<file path="src/assert_macros.svh">
// Assertion macros shared by the tilt drive RTL
`ifndef ASSERT_MACROS_SVH
`define ASSERT_MACROS_SVH

// Clocked check, off while reset is high
`define ASSERT_CLK(lbl, clk_s, rst_s, prop, msg) \
  lbl: assert property (@(posedge clk_s) disable iff (rst_s) prop) else $error(msg);

// Clocked check that also holds during reset
`define ASSERT_CLK_ALWAYS(lbl, clk_s, prop, msg) \
  lbl: assert property (@(posedge clk_s) prop) else $error(msg);

`endif

</file>
<file path="src/tdd_pkg.sv">
// Types, constants and the arctangent table for the tilt drive block
`default_nettype none

package tdd_pkg;

  localparam int IN_W  = 16;  // raw sample width
  localparam int NEG_W = 17;  // negated sample width
  localparam int XW    = 19;  // CORDIC vector component width
  localparam int ANG_W = 18;  // angle accumulator width, 1/256 units
  localparam int DEG_W = 9;   // whole degrees after wrap
  localparam int TAB_W = 14;  // arctangent table entry width
  localparam int TAB_IW = 5;  // arctangent table index width
  localparam int DUTY_W = 8;
  localparam int PINS_W = 6;
  localparam int CFG_IDX_W = 8;
  localparam int CFG_DAT_W = 8;

  localparam logic signed [ANG_W-1:0] ANG_HALF_PI = 18'sd23042;
  localparam logic signed [ANG_W-1:0] ANG_180     = 18'sd46080;

  localparam logic [PINS_W-1:0] PINS_FWD     = 6'h35;
  localparam logic [PINS_W-1:0] PINS_REV     = 6'h2B;
  localparam logic [PINS_W-1:0] PINS_PIVOT_L = 6'h31;
  localparam logic [PINS_W-1:0] PINS_PIVOT_R = 6'h25;
  localparam logic [PINS_W-1:0] PINS_STOP    = 6'h00;

  localparam logic [CFG_IDX_W-1:0] REG_DEAD_ZONE  = 8'd0;
  localparam logic [CFG_IDX_W-1:0] REG_SPEED_GAIN = 8'd1;
  localparam logic [CFG_IDX_W-1:0] REG_TURN_GAIN  = 8'd2;
  localparam logic [CFG_IDX_W-1:0] REG_SPEED_CAP  = 8'd3;

  typedef struct packed {
    logic [7:0] dead_zone;
    logic [2:0] speed_gain;
    logic [2:0] turn_gain;
    logic [7:0] speed_cap;
  } drv_cfg_t;

  typedef struct packed {
    logic [DUTY_W-1:0] right_duty;
    logic [DUTY_W-1:0] left_duty;
    logic [PINS_W-1:0] drive_pins;
  } drv_res_t;

  // round(57.3*atan(2^-i)*256)
  function automatic logic [TAB_W-1:0] atan_entry(input logic [TAB_IW-1:0] idx);
    logic [TAB_W-1:0] v;
    case (idx)
      5'd0:    v = 14'd11521;
      5'd1:    v = 14'd6801;
      5'd2:    v = 14'd3594;
      5'd3:    v = 14'd1824;
      5'd4:    v = 14'd916;
      5'd5:    v = 14'd458;
      5'd6:    v = 14'd229;
      5'd7:    v = 14'd115;
      5'd8:    v = 14'd57;
      5'd9:    v = 14'd29;
      5'd10:   v = 14'd14;
      5'd11:   v = 14'd7;
      5'd12:   v = 14'd4;
      5'd13:   v = 14'd2;
      5'd14:   v = 14'd1;
      default: v = 14'd0;
    endcase
    return v;
  endfunction

endpackage

`default_nettype wire

</file>
<file path="src/tilt_to_differential_drive.sv">
// Top level: sample capture, sequencer, configuration and output register
//
// Turns one accelerometer sample (x, y, z) into pitch and roll in whole
// degrees and a two-wheel drive command (right/left duty, driver pins).
// One CORDIC unit is run twice per item, pitch then roll, one rotation per
// cycle; the two angles then feed the drive stage, whose result goes to
// the output register. The next item can be taken once that register is
// loaded. s_tready is high only while the block is idle. The result sits
// in an output register, so the next item is taken while it waits; a
// result still blocked when the next one is ready holds the block until
// the output register frees. Configuration writes are taken in any
// cycle; write them only while no item is in flight. Register indexes:
// 0 dead_zone, 1 speed_gain, 2 turn_gain, 3 speed_cap; other indexes are
// ignored.
`default_nettype none
`include "assert_macros.svh"

module tilt_to_differential_drive #(
  parameter int CORDIC_STEPS = 16
) (
  input  wire logic                               clk,
  input  wire logic                               rst,
  input  wire logic                               s_tvalid,
  output logic                                    s_tready,
  // accel_x[15:0], accel_y[31:16], accel_z[47:32]
  input  wire logic [47:0]                        s_tdata,
  output logic                                    m_tvalid,
  input  wire logic                               m_tready,
  // right_duty[7:0], left_duty[15:8], drive_pins[21:16],
  // pitch_deg[30:22], roll_deg[39:31]
  output logic [39:0]                             m_tdata,
  input  wire logic                               cfg_valid,
  output logic                                    cfg_ready,
  input  wire logic [tdd_pkg::CFG_IDX_W-1:0]      cfg_index,
  input  wire logic [tdd_pkg::CFG_DAT_W-1:0]      cfg_data
);
  import tdd_pkg::*;

  typedef enum logic [2:0] {T_IDLE, T_PITCH, T_ROLL, T_DRIVE, T_HOLD} tstate_t;

  tstate_t                 state;
  drv_cfg_t                cfg;
  logic signed [IN_W-1:0]  ax, ay, az;
  logic signed [DEG_W-1:0] pitch, roll;
  logic                    cor_start, drv_start;

  logic signed [NEG_W-1:0] cor_x, cor_y;
  logic                    cor_done;
  logic signed [DEG_W-1:0] cor_deg;
  logic                    drv_done;
  drv_res_t                drv_res;
  logic                    out_free;
  logic                    out_load;

  assign s_tready  = (state == T_IDLE);
  assign cfg_ready = 1'b1;
  assign out_free  = !m_tvalid || m_tready;
  assign out_load  = ((state == T_DRIVE && drv_done) || state == T_HOLD) && out_free;

  // pitch uses (-z, -y), roll uses (-z, -x)
  assign cor_x = -NEG_W'(az);
  assign cor_y = (state == T_PITCH) ? -NEG_W'(ay) : -NEG_W'(ax);

  tdd_cordic #(
    .CORDIC_STEPS(CORDIC_STEPS)
  ) u_cordic (
    .clk  (clk),
    .rst  (rst),
    .start(cor_start),
    .xd   (cor_x),
    .yn   (cor_y),
    .done (cor_done),
    .deg  (cor_deg)
  );

  tdd_drive u_drive (
    .clk  (clk),
    .rst  (rst),
    .start(drv_start),
    .pitch(pitch),
    .roll (roll),
    .cfg  (cfg),
    .done (drv_done),
    .res  (drv_res)
  );

  always_ff @(posedge clk) begin
    if (rst) begin
      cfg.dead_zone  <= 8'd30;
      cfg.speed_gain <= 3'd3;
      cfg.turn_gain  <= 3'd2;
      cfg.speed_cap  <= 8'd250;
    end else if (cfg_valid && cfg_ready) begin
      case (cfg_index)
        REG_DEAD_ZONE:  cfg.dead_zone  <= cfg_data;
        REG_SPEED_GAIN: cfg.speed_gain <= cfg_data[2:0];
        REG_TURN_GAIN:  cfg.turn_gain  <= cfg_data[2:0];
        REG_SPEED_CAP:  cfg.speed_cap  <= cfg_data;
        default: ;
      endcase
    end
  end

  always_ff @(posedge clk) begin
    if (rst) begin
      state     <= T_IDLE;
      cor_start <= 1'b0;
      drv_start <= 1'b0;
      m_tvalid  <= 1'b0;
    end else begin
      cor_start <= 1'b0;
      drv_start <= 1'b0;
      if (out_load) begin
        m_tvalid <= 1'b1;
      end else if (m_tvalid && m_tready) begin
        m_tvalid <= 1'b0;
      end
      case (state)
        T_IDLE: begin
          if (s_tvalid) begin
            ax        <= s_tdata[15:0];
            ay        <= s_tdata[31:16];
            az        <= s_tdata[47:32];
            cor_start <= 1'b1;
            state     <= T_PITCH;
          end
        end
        T_PITCH: begin
          if (cor_done) begin
            pitch     <= cor_deg;
            cor_start <= 1'b1;
            state     <= T_ROLL;
          end
        end
        T_ROLL: begin
          if (cor_done) begin
            roll      <= cor_deg;
            drv_start <= 1'b1;
            state     <= T_DRIVE;
          end
        end
        T_DRIVE, T_HOLD: begin
          if (out_load) begin
            m_tdata <= {roll, pitch, drv_res.drive_pins,
                        drv_res.left_duty, drv_res.right_duty};
            state   <= T_IDLE;
          end else if (drv_done || state == T_HOLD) begin
            state <= T_HOLD;
          end
        end
        default: state <= T_IDLE;
      endcase
    end
  end

  `ASSERT_CLK(a_cor_owner, clk, rst, cor_done |-> (state == T_PITCH || state == T_ROLL), "CORDIC finished outside an angle phase")
  `ASSERT_CLK(a_drv_owner, clk, rst, drv_done |-> (state == T_DRIVE), "drive stage finished outside drive phase")

endmodule

`default_nettype wire

</file>
<file path="src/tdd_cordic.sv">
// Shared vectoring CORDIC: one atan2 to whole wrapped degrees per start
`default_nettype none
`include "assert_macros.svh"

module tdd_cordic #(
  parameter int CORDIC_STEPS = 16
) (
  input  wire logic                              clk,
  input  wire logic                              rst,
  input  wire logic                              start,
  input  wire logic signed [tdd_pkg::NEG_W-1:0]  xd,
  input  wire logic signed [tdd_pkg::NEG_W-1:0]  yn,
  output logic                                   done,
  output logic signed [tdd_pkg::DEG_W-1:0]       deg
);
  import tdd_pkg::*;

  localparam int CW = $clog2(CORDIC_STEPS + 1);

  typedef enum logic [1:0] {C_IDLE, C_RUN, C_FIN} cstate_t;

  cstate_t                 state;
  logic [CW-1:0]           cnt;
  logic signed [XW-1:0]    x;
  logic signed [XW-1:0]    y;
  logic signed [ANG_W-1:0] ang;

  logic signed [XW-1:0]    xd_e, yn_e;
  logic signed [XW-1:0]    x_next, y_next, xs, ys;
  logic signed [ANG_W-1:0] ang_next;
  logic signed [ANG_W-1:0] tab_s;
  logic signed [ANG_W-1:0] t_sum;
  logic signed [ANG_W-1:0] t_neg;
  logic signed [DEG_W:0]   d_raw;
  logic signed [DEG_W:0]   d_wrap;

  assign xd_e = XW'(xd);
  assign yn_e = XW'(yn);

  // one rotation step, both updates from the old vector
  always_comb begin
    xs       = x >>> cnt;
    ys       = y >>> cnt;
    tab_s    = $signed({{(ANG_W-TAB_W){1'b0}}, atan_entry(TAB_IW'(cnt))});
    x_next   = x;
    y_next   = y;
    ang_next = ang;
    if (y > 0) begin
      x_next   = x + ys;
      y_next   = y - xs;
      ang_next = ang + tab_s;
    end else if (y < 0) begin
      x_next   = x - ys;
      y_next   = y + xs;
      ang_next = ang - tab_s;
    end
  end

  // offset by 180, truncate toward zero, wrap above 180
  always_comb begin
    t_sum = ang + ANG_180;
    t_neg = -t_sum;
    if (t_sum >= 0) begin
      d_raw = (DEG_W+1)'(t_sum >>> 8);
    end else begin
      d_raw = -((DEG_W+1)'(t_neg >>> 8));
    end
    d_wrap = d_raw;
    if (d_raw > 10'sd180) begin
      d_wrap = d_raw - 10'sd360;
    end
  end

  always_ff @(posedge clk) begin
    if (rst) begin
      state <= C_IDLE;
      done  <= 1'b0;
      cnt   <= '0;
    end else begin
      done <= 1'b0;
      case (state)
        C_IDLE: begin
          if (start) begin
            cnt   <= '0;
            state <= C_RUN;
            // turn a left-half vector by 90 degrees first
            if (xd_e < 0) begin
              if (yn_e >= 0) begin
                x   <= yn_e;
                y   <= -xd_e;
                ang <= ANG_HALF_PI;
              end else begin
                x   <= -yn_e;
                y   <= xd_e;
                ang <= -ANG_HALF_PI;
              end
            end else begin
              x   <= xd_e;
              y   <= yn_e;
              ang <= '0;
            end
          end
        end
        C_RUN: begin
          if (cnt == CW'(CORDIC_STEPS)) begin
            state <= C_FIN;
          end else begin
            x   <= x_next;
            y   <= y_next;
            ang <= ang_next;
            cnt <= cnt + 1'b1;
          end
        end
        C_FIN: begin
          deg   <= DEG_W'(d_wrap);
          done  <= 1'b1;
          state <= C_IDLE;
        end
        default: state <= C_IDLE;
      endcase
    end
  end

  `ASSERT_CLK(a_cnt_bound, clk, rst, (state == C_RUN) |-> (cnt <= CW'(CORDIC_STEPS)), "CORDIC step count overran")

endmodule

`default_nettype wire

</file>
<file path="src/tdd_drive.sv">
// Drive rule: dead zone, gains, cap, saturation and held duties
`default_nettype none
`include "assert_macros.svh"

module tdd_drive (
  input  wire logic                             clk,
  input  wire logic                             rst,
  input  wire logic                             start,
  input  wire logic signed [tdd_pkg::DEG_W-1:0] pitch,
  input  wire logic signed [tdd_pkg::DEG_W-1:0] roll,
  input  wire tdd_pkg::drv_cfg_t                cfg,
  output logic                                  done,
  output tdd_pkg::drv_res_t                     res
);
  import tdd_pkg::*;

  logic signed [9:0]  dz_s;
  logic signed [9:0]  pitch_e, roll_e;
  logic [8:0]         pitch_abs;
  logic signed [12:0] tg_s, roll_s, turn_p;

  logic               go1;
  logic               mov1, fwd1, rhi1, rlo1;
  logic [11:0]        base1;
  logic signed [12:0] turn1;

  logic [DUTY_W-1:0]  held_right, held_left;
  logic [PINS_W-1:0]  pins_out;

  logic signed [13:0] base_s, cap_s, capped, r_val, l_val;
  logic [DUTY_W-1:0]  r_sat, l_sat;
  logic [PINS_W-1:0]  pins_sel;

  assign dz_s      = $signed({2'b00, cfg.dead_zone});
  assign pitch_e   = 10'(pitch);
  assign roll_e    = 10'(roll);
  assign pitch_abs = (pitch < 0) ? 9'(-pitch_e) : 9'(pitch_e);
  assign tg_s      = $signed({10'b0, cfg.turn_gain});
  assign roll_s    = 13'(roll);
  assign turn_p    = tg_s * roll_s;

  function automatic logic [DUTY_W-1:0] sat8(input logic signed [13:0] v);
    logic [DUTY_W-1:0] o;
    if (v < 0) begin
      o = '0;
    end else if (v > 14'sd255) begin
      o = '1;
    end else begin
      o = DUTY_W'(v);
    end
    return o;
  endfunction

  always_comb begin
    base_s = $signed({2'b00, base1});
    cap_s  = $signed({6'b0, cfg.speed_cap});
    capped = (base_s > cap_s) ? cap_s : base_s;
    r_val  = base_s;
    l_val  = base_s;
    if (rhi1) begin
      r_val = base_s - 14'(turn1);
      l_val = capped;
    end else if (rlo1) begin
      r_val = capped;
      l_val = base_s + 14'(turn1);
    end
    r_sat = sat8(r_val);
    l_sat = sat8(l_val);
    if (mov1) begin
      pins_sel = fwd1 ? PINS_FWD : PINS_REV;
    end else if (rlo1) begin
      pins_sel = PINS_PIVOT_L;
    end else if (rhi1) begin
      pins_sel = PINS_PIVOT_R;
    end else begin
      pins_sel = PINS_STOP;
    end
  end

  always_ff @(posedge clk) begin
    if (rst) begin
      go1        <= 1'b0;
      done       <= 1'b0;
      held_right <= '0;
      held_left  <= '0;
    end else begin
      go1  <= start;
      done <= go1;
      // products and axis tests
      if (start) begin
        mov1  <= (pitch_e > dz_s) || (pitch_e < -dz_s);
        fwd1  <= pitch_e > dz_s;
        rhi1  <= roll_e > dz_s;
        rlo1  <= roll_e < -dz_s;
        base1 <= 12'(cfg.speed_gain) * 12'(pitch_abs);
        turn1 <= turn_p;
      end
      // mix, saturate; pivot and stop hold the duties
      if (go1) begin
        if (mov1) begin
          held_right <= r_sat;
          held_left  <= l_sat;
        end
        pins_out <= pins_sel;
      end
    end
  end

  assign res.right_duty = held_right;
  assign res.left_duty  = held_left;
  assign res.drive_pins = pins_out;

  `ASSERT_CLK(a_hold_duty, clk, rst, go1 && !mov1 |=> $stable(held_right) && $stable(held_left), "duties changed in pivot or stop")

endmodule

`default_nettype wire

</file>
<file path="config.mk">
export PLATFORM = sky130hd
export DESIGN_NAME = tilt_to_differential_drive
export DESIGN_NICKNAME = d
export VERILOG_FILES = /design/src/tdd_pkg.sv /design/src/tilt_to_differential_drive.sv /design/src/tdd_cordic.sv /design/src/tdd_drive.sv
export VERILOG_INCLUDE_DIRS = /design/src /design/src/src
export SDC_FILE = /design/constraint.sdc
export NUM_CORES = 1
export LEC_CHECK = 0
export BUFFER_PORTS_ARGS = -buffer_cell sky130_fd_sc_hd__buf_4
export CORE_MARGIN = 10
export CORE_UTILIZATION = 30
export DETAILED_ROUTE_END_ITERATION = 8
export PLACE_DENSITY = 0.45
export SETUP_SLACK_MARGIN = 0.2
export SYNTH_ARGS = -nofsm -noshare
export SYNTH_HDL_FRONTEND = slang
export SYNTH_SLANG_ARGS = --single-unit
</file>
<file path="constraint.sdc">
create_clock -name clk -period 13.1 [get_ports clk]
set_input_delay 0.655 -clock clk [delete_from_list [all_inputs] [get_ports clk]]
set_output_delay 0.655 -clock clk [all_outputs]
set_load 0.02 [all_outputs]
</file>
## After elaboration in Yosys (flattened, before gate mapping)

Memory sizes are Yosys's and may differ from the RTL's. A register that Yosys moved wholly into a read port is not among the register bits.
Cells that the tools add are included.

| operators by class | value |
|---|---|
| $add $sub $neg | 20 |
| multipliers | 2 |
| magnitude comparators | 16 |
| equal/unequal tests | 18 |
| shifts and indexed selects | 2 |
| multiplexer cells | 59 |
| bitwise operators | 2 |
| reduce and logical (&&, ||, !) cells | 31 |

Operator list:

| cell | count |
|---|---|
| $mux 19 | 12 |
| $mux 18 | 6 |
| $pmux 19 s2 | 2 |
| $mux 14 | 5 |
| $neg 16->17 | 3 |
| $add 19x19->19 | 2 |
| $neg 17->19 | 2 |
| $sshr 19x5->19 | 2 |
| $sub 19x19->19 | 2 |
| $pmux 18 s2 | 1 |
| $mux 8 | 4 |
| $gt 14x9->1 const B | 2 |
| $lt 14x1->1 const B | 2 |
| $lt 9x10->1 | 2 |
| $gt 19x1->1 const B | 1 |
| $lt 19x1->1 const B | 1 |
| $add 18x15->18 | 1 |
| $add 18x17->18 const B | 1 |
| $ge 18x1->1 const B | 1 |
| $gt 9x9->1 | 2 |
| $mux 6 | 3 |
| $mux 9 | 2 |
| $neg 18->18 | 1 |
| $reduce_and 2->1 | 9 |
| 51 further kinds | 81 |

| word-level totals | value |
|---|---|
| flip-flop bits (word level) | 260 |
| memory bits (read-only) | 224 |
| input port bits | 69 |
| output and inout port bits | 43 |
| word-level logic and storage cells | 183 |
| memories | 1 |

Memory list:

| name | words | bits a word | read ports | clocked after memory_dff | write ports | line | RTL |
|---|---|---|---|---|---|---|---|
| (name not given) | 16 | 14 | 1 | 1 | 0 | tdd_pkg.sv:48 | `case (idx)` |

## Longest topological paths before layout

| logic depth | value |
|---|---|
| depth in word-level cells | 7 |
| depth in mapped cells | 25 |
| depth with buffers taken out | 21 |

## Cells and area by module

From an unflattened synthesis, not the netlist that was laid out.

| unflattened totals | value |
|---|---|
| cell total of the unflattened synthesis | 2481 |
| area, all modules | 22658.0 um2 |

Modules (own cells, without submodules):

| module | times used | cells an instance | area each (um2) | sequential area each (um2) |
|---|---|---|---|---|
| tdd_cordic | 1 | 1339 | 11131.9 | 2392.3 |
| tdd_drive | 1 | 752 | 6206.0 | 1351.3 |
| tilt_to_differential_drive | 1 | 390 | 5320.1 | 3743.6 |

## Least setup slack after synthesis

Ideal clock, no wire load.

| path | value |
|---|---|
| path kind | flip-flop to flip-flop |
| start point | reg u_cordic.cnt[1] |
| end point | reg u_cordic.ang[0], enable pin |
| setup time | 0.556 ns |
| arrival | 6.478 ns |
| required time | 12.544 ns |
| path slack | 6.067 ns |
| cell stages (with the launch flop) | 12 |
| buffers on the path | 4 |
| period minus slack after synthesis | 7.033 ns |
| path through | dfxtp_1 buf_6 buf_2 buf_2 buf_2 inv_1 ha_1 nand2_1 nor3_1 a211oi_1 and2_1 a21boi_0 |

| on the way | value |
|---|---|
| cells in the longest elaborated chain, start to end | 3 |

Ends and longest elaborated chain:

| what | line | RTL |
|---|---|---|
| start: declaration | tdd_cordic.sv:23 | `logic [CW-1:0] cnt;` |
| start signal: assignment | tdd_cordic.sv:111 | `cnt <= cnt + 1'b1;` |
| $eq 5x5->1 | tdd_cordic.sv:105 | `if (cnt == CW'(CORDIC_STEPS)) begin` |
| $ne 2x2->1 (no source line) | n/a |  |
| $reduce_and 5->1 (no source line) | n/a |  |
| end signal: assignment | tdd_cordic.sv:95 | `ang <= -ANG_HALF_PI;` |
| end signal: assignment | tdd_cordic.sv:110 | `ang <= ang_next;` |
| end: declaration | tdd_cordic.sv:26 | `logic signed [ANG_W-1:0] ang;` |

No other way between the ends.
A chain may end at the register's enable or synchronous reset.

## Worst setup path after layout

| path | value |
|---|---|
| start point | reg u_cordic.cnt[1] |
| end point | reg u_cordic.x[17] (data pin) |

| on the way | value |
|---|---|
| cells in the longest elaborated chain, start to end | 6 |

Ends and longest elaborated chain:

| what | line | RTL |
|---|---|---|
| $sshr 19x5->19 * | tdd_cordic.sv:43 | `ys = y >>> cnt;` |
| $sub 19x19->19 | tdd_cordic.sv:53 | `x_next = x - ys;` |
| $mux 19 | tdd_cordic.sv:52 | `end else if (y < 0) begin` |
| $mux 19 * | tdd_cordic.sv:48 | `if (y > 0) begin` |
| $mux 19 * | tdd_cordic.sv:105 |  |
| $pmux 19 s2 * | tdd_cordic.sv:81 | `case (state)` |
| end signal: assignment | tdd_cordic.sv:89 | `x <= yn_e;` |
| end signal: assignment | tdd_cordic.sv:93 | `x <= -yn_e;` |
| end signal: assignment | tdd_cordic.sv:108 | `x <= x_next;` |
| end: declaration | tdd_cordic.sv:24 | `logic signed [XW-1:0] x;` |

Every way passes the cells marked *; elsewhere a longest branch is shown, timed or not. The select of a mux whose other input is x is not followed.

==> key figures <==
Status
  – Outcome: complete, no violations

Drt
  – Wire length per cell: 19.19 um
  – ANT nets after route: 0
  – DRT Pass-1 Iters: 7
  – Initial DRC Count: 1277
  – DRT Wirelength: 69490 um
  – DRC Markers: 0
  – Vias: ~19000
  – Via/cell ratio: ~5.3

Setup path
  – CP Class: register to register
  – Crit Path Max Fanout: 63
  – Reg2Reg Capture Point: u_cordic.x[17]$_DFFE_PP_
  – Crit end category: register
  – CP Launch Type: register
  – Worst R2R Setup Slack: 7030 ps
  – Worst EP arrival: around 6400 ps
  – R2r startpoint: u_cordic.cnt[1]$_SDFFE_PP0P_
  – Worst Path Required: 13410 ps
  – FF-to-FF path depth: 17

Yosys
  – Yosys top cell area share: a little over a quarter
  – Synth area leaders: edfxtp_1, ha_1, dfxtp_1
  – Commonest cells post-synth: nand2_1, edfxtp_1, nor2_1
  – Main flop type after synthesis: edfxtp_1
  – Syn_nets: roughly 2800
  – Cell Area, Synth: 23060 um2
  – Synth warn: 0
  – Post-synth EDFFs: 202
  – Yosys reg bits: 270
  – FFs w/ async S/R, synth: 0%
  – Largest area contributor in the netlist: edfxtp_1
  – Post-Syn Instances: 2505
  – Seq/Total Area, Yosys: approximately a third
  – Top-count cell post-synth: nand2_1
  – Avg Cell Area, Syn: 9.205 um2
  – Distinct cells, synth: 94

Global routing
  – Global route overflow: 0
  – Met2 usage: about a quarter
  – Largest net degree at the start of global routing: 64
  – Grt met3 use: 2.219%
  – Initial antenna violation count: 0
  – Number of global-route vias before repair: 19190
  – Gr usage total: 15.23%
  – Met1 GRT Util: between 10% and 20%
  – Layer with the highest usage: met2
  – First-pass GRT wire length: 109600 um

Clocking
  – Sink Count: 270
  – Post-CTS Setup Bufs: 0
  – Bufs on Longest Clock Path: 3
  – Total clock buffers created by CTS: 36
  – CTS tree: built
  – Hold_buf cts: 0
  – Worst skew pair latency: 560 ps
  – # resized after CTS: 0
  – Root Buffer: clkbuf_16
  – H-tree levels: 2
  – Clock transition at path regs: 60 ps

STA
  – Final Worst Setup Slack: 7026 ps
  – Setup TNS: 0 ps
  – RSZ-0062 raised after global routing: false
  – Final slew viol count: 0
  – FMAX: 0.1646 GHz
  – Fin crit share: 46.37%
  – Max-slew headroom: 30.35%
  – Final min period: 6074 ps
  – Setup Skew: 23.92 ps
  – Worst slew pin tran: 1045 ps
  – Final Setup Violations: 0
  – Final Hold Vio Count: 0

Min path
  – Worst hold path type: primary input to register
  – Hold Path End: az[4]$_DFFE_PP_
  – Hold Startpoint: s_tdata[36]
  – Hold Path Cell Cnt: 1

Job
  – Max-Cap Viols: 0

Placement
  – GPL Wtd Cong: 0.8980
  – Pre-CTS WS: 7061 ps
  – Placed Cells: 3555
  – Post-DP HPWL: approximately 53000 um
  – PortBufs: 110

Final layout
  – Ratio of cells with drive above 1 in the final layout: 11.66%
  – Area growth syn-to-layout: 13.56%
  – Diode count: 0
  – Final #Nets: 2832
  – Finished Layout Cells: about 3600
  – Final Util: 34.42%

Power
  – Leakage: around 10 nW
  – Pwr per Cell Area: 100.7 nW/um2
  – Peak VDD IR: ~0.00009 V
  – Design Power: 2.637 mW

Die
  – Row count: ~100
  – Core Region: 76080 um2
  – Io pins: 112
  – Die Wd: roughly 300 um
  – Initial Utilization: 30.31%
  – Die Ht: 297.2 um
  – Die Footprint: 88350 um2
layer usage:
| layer | share of wire [%] | wire (um) |
|---|---|---|
| met5 | 0 | 0 |
| met1 | 45 | 31320 |
| met4 | 2.7 | 1896 |
| met2 | 48 | 33170 |
| met3 | 4.5 | 3106 |
cells by family after synthesis:
kind of cell | synth area share (%)
and+or+nand+nor | 18.25
AOI/OAI and AO/OA | 17.34
buffers and inverters | 4.954
DFF | 32.21
adders and majority gates | 11.57
xor gates and xnor gates | 7.292
muxes | 8.378
other | 0.01626
power by group:
group	switching [mW]	total, mW	internal [mW]
combinational	0.335	0.584	0.249
sequential	0.0374	0.986	0.949
clock	0.420	1.07	0.647
worst max path at each step:
stage | from | to | slack [ps] | depth (start not counted)
floorplan | u_cordic.cnt[1]$_SDFFE_PP0P_ | u_cordic.ang[0]$_SDFFCE_PN0P_ | 6070 | 11
global placement | u_cordic.cnt[1]$_SDFFE_PP0P_ | u_cordic.x[17]$_DFFE_PP_ | 7100 | 17
detailed placement | u_cordic.cnt[1]$_SDFFE_PP0P_ | u_cordic.x[17]$_DFFE_PP_ | 7060 | 17
CTS | u_cordic.cnt[1]$_SDFFE_PP0P_ | u_cordic.x[17]$_DFFE_PP_ | 7030 | 17
global route | u_cordic.cnt[1]$_SDFFE_PP0P_ | u_cordic.x[17]$_DFFE_PP_ | 6620 | 18
finish | u_cordic.cnt[1]$_SDFFE_PP0P_ | u_cordic.x[17]$_DFFE_PP_ | 7030 | 17
critical path, stage by stage (launching register included):
cell,delay [ps]
dfxtp_2,310
buf_4,640
mux4_1,720
mux4_2,500
mux2_4,300
or4_4,540
or3_4,420
nor2_4,170
nor3_1,70
a311o_1,340
ha_1,320
a21oi_1,120
o21ai_0,150
a21o_1,220
o21ai_0,290
a211oi_1,130
or3_1,320
a32o_1,240
final cells by class:
class | count | area [um2]
fill | 7837 | 49890
multi-input combinational | 1949 | 14540
sequential | 270 | 7430
tap | 1030 | 1289
timing repair buffer | 135 | 1013
clock buffer | 40 | 945.9
inverter | 171 | 641.9
clock inverter | 26 | 329.1
flip-flops by register name (all words and copies together) (netlist names), 9 cells and up, named ones only:
signal         count
u_cordic.x        19
u_drive.base1     12
u_cordic.y        19
ay                16
ax                16
u_cordic.deg       9
az                16
m_tdata           38
pitch              9
cfg               22
u_cordic.ang      18
u_drive.turn1     13
roll               9
cells in the final DEF, fill, tap and decap left out, types with 17 or more instances in the layout:
cell type  synthesis  layout
a21o_1            29      29
buf_4              3     135
clkbuf_16          0      36
nor2b_1           40      38
o21ai_0          129     129
mux2i_1           61      61
o21a_1            35      35
nor2_1           191     191
nand2_1          210     210
a211oi_1          30      30
or3_1             34      34
a21oi_1          134     134
o31ai_1           28      28
mux2_2            19      19
edfxtp_1         202     202
o211ai_1          42      42
nand2b_1          48      47
nand3_1           27      27
and2_1            46      45
mux4_2            38      38
fa_1              22      22
ha_1             178     178
a31oi_1           21      21
dfxtp_1           68      66
xor2_1            62      62
nor3_1            70      68
xnor2_1          130     130
inv_1            168     168
nand4_1           21      21
or4_1             17      17
nor4_1            26      24
through the flow:
stage | cell area (um2) | hold WS (ps)
floorplan | 23060 | 400.3
global placement | 24910 | 401.9
detailed placement | 24910 | 406.5
CTS | 26190 | 243.1
global route | 26190 | 257.1
finish | 26190 | 276.4
Note: power is estimated with default switching activity, not from simulation.
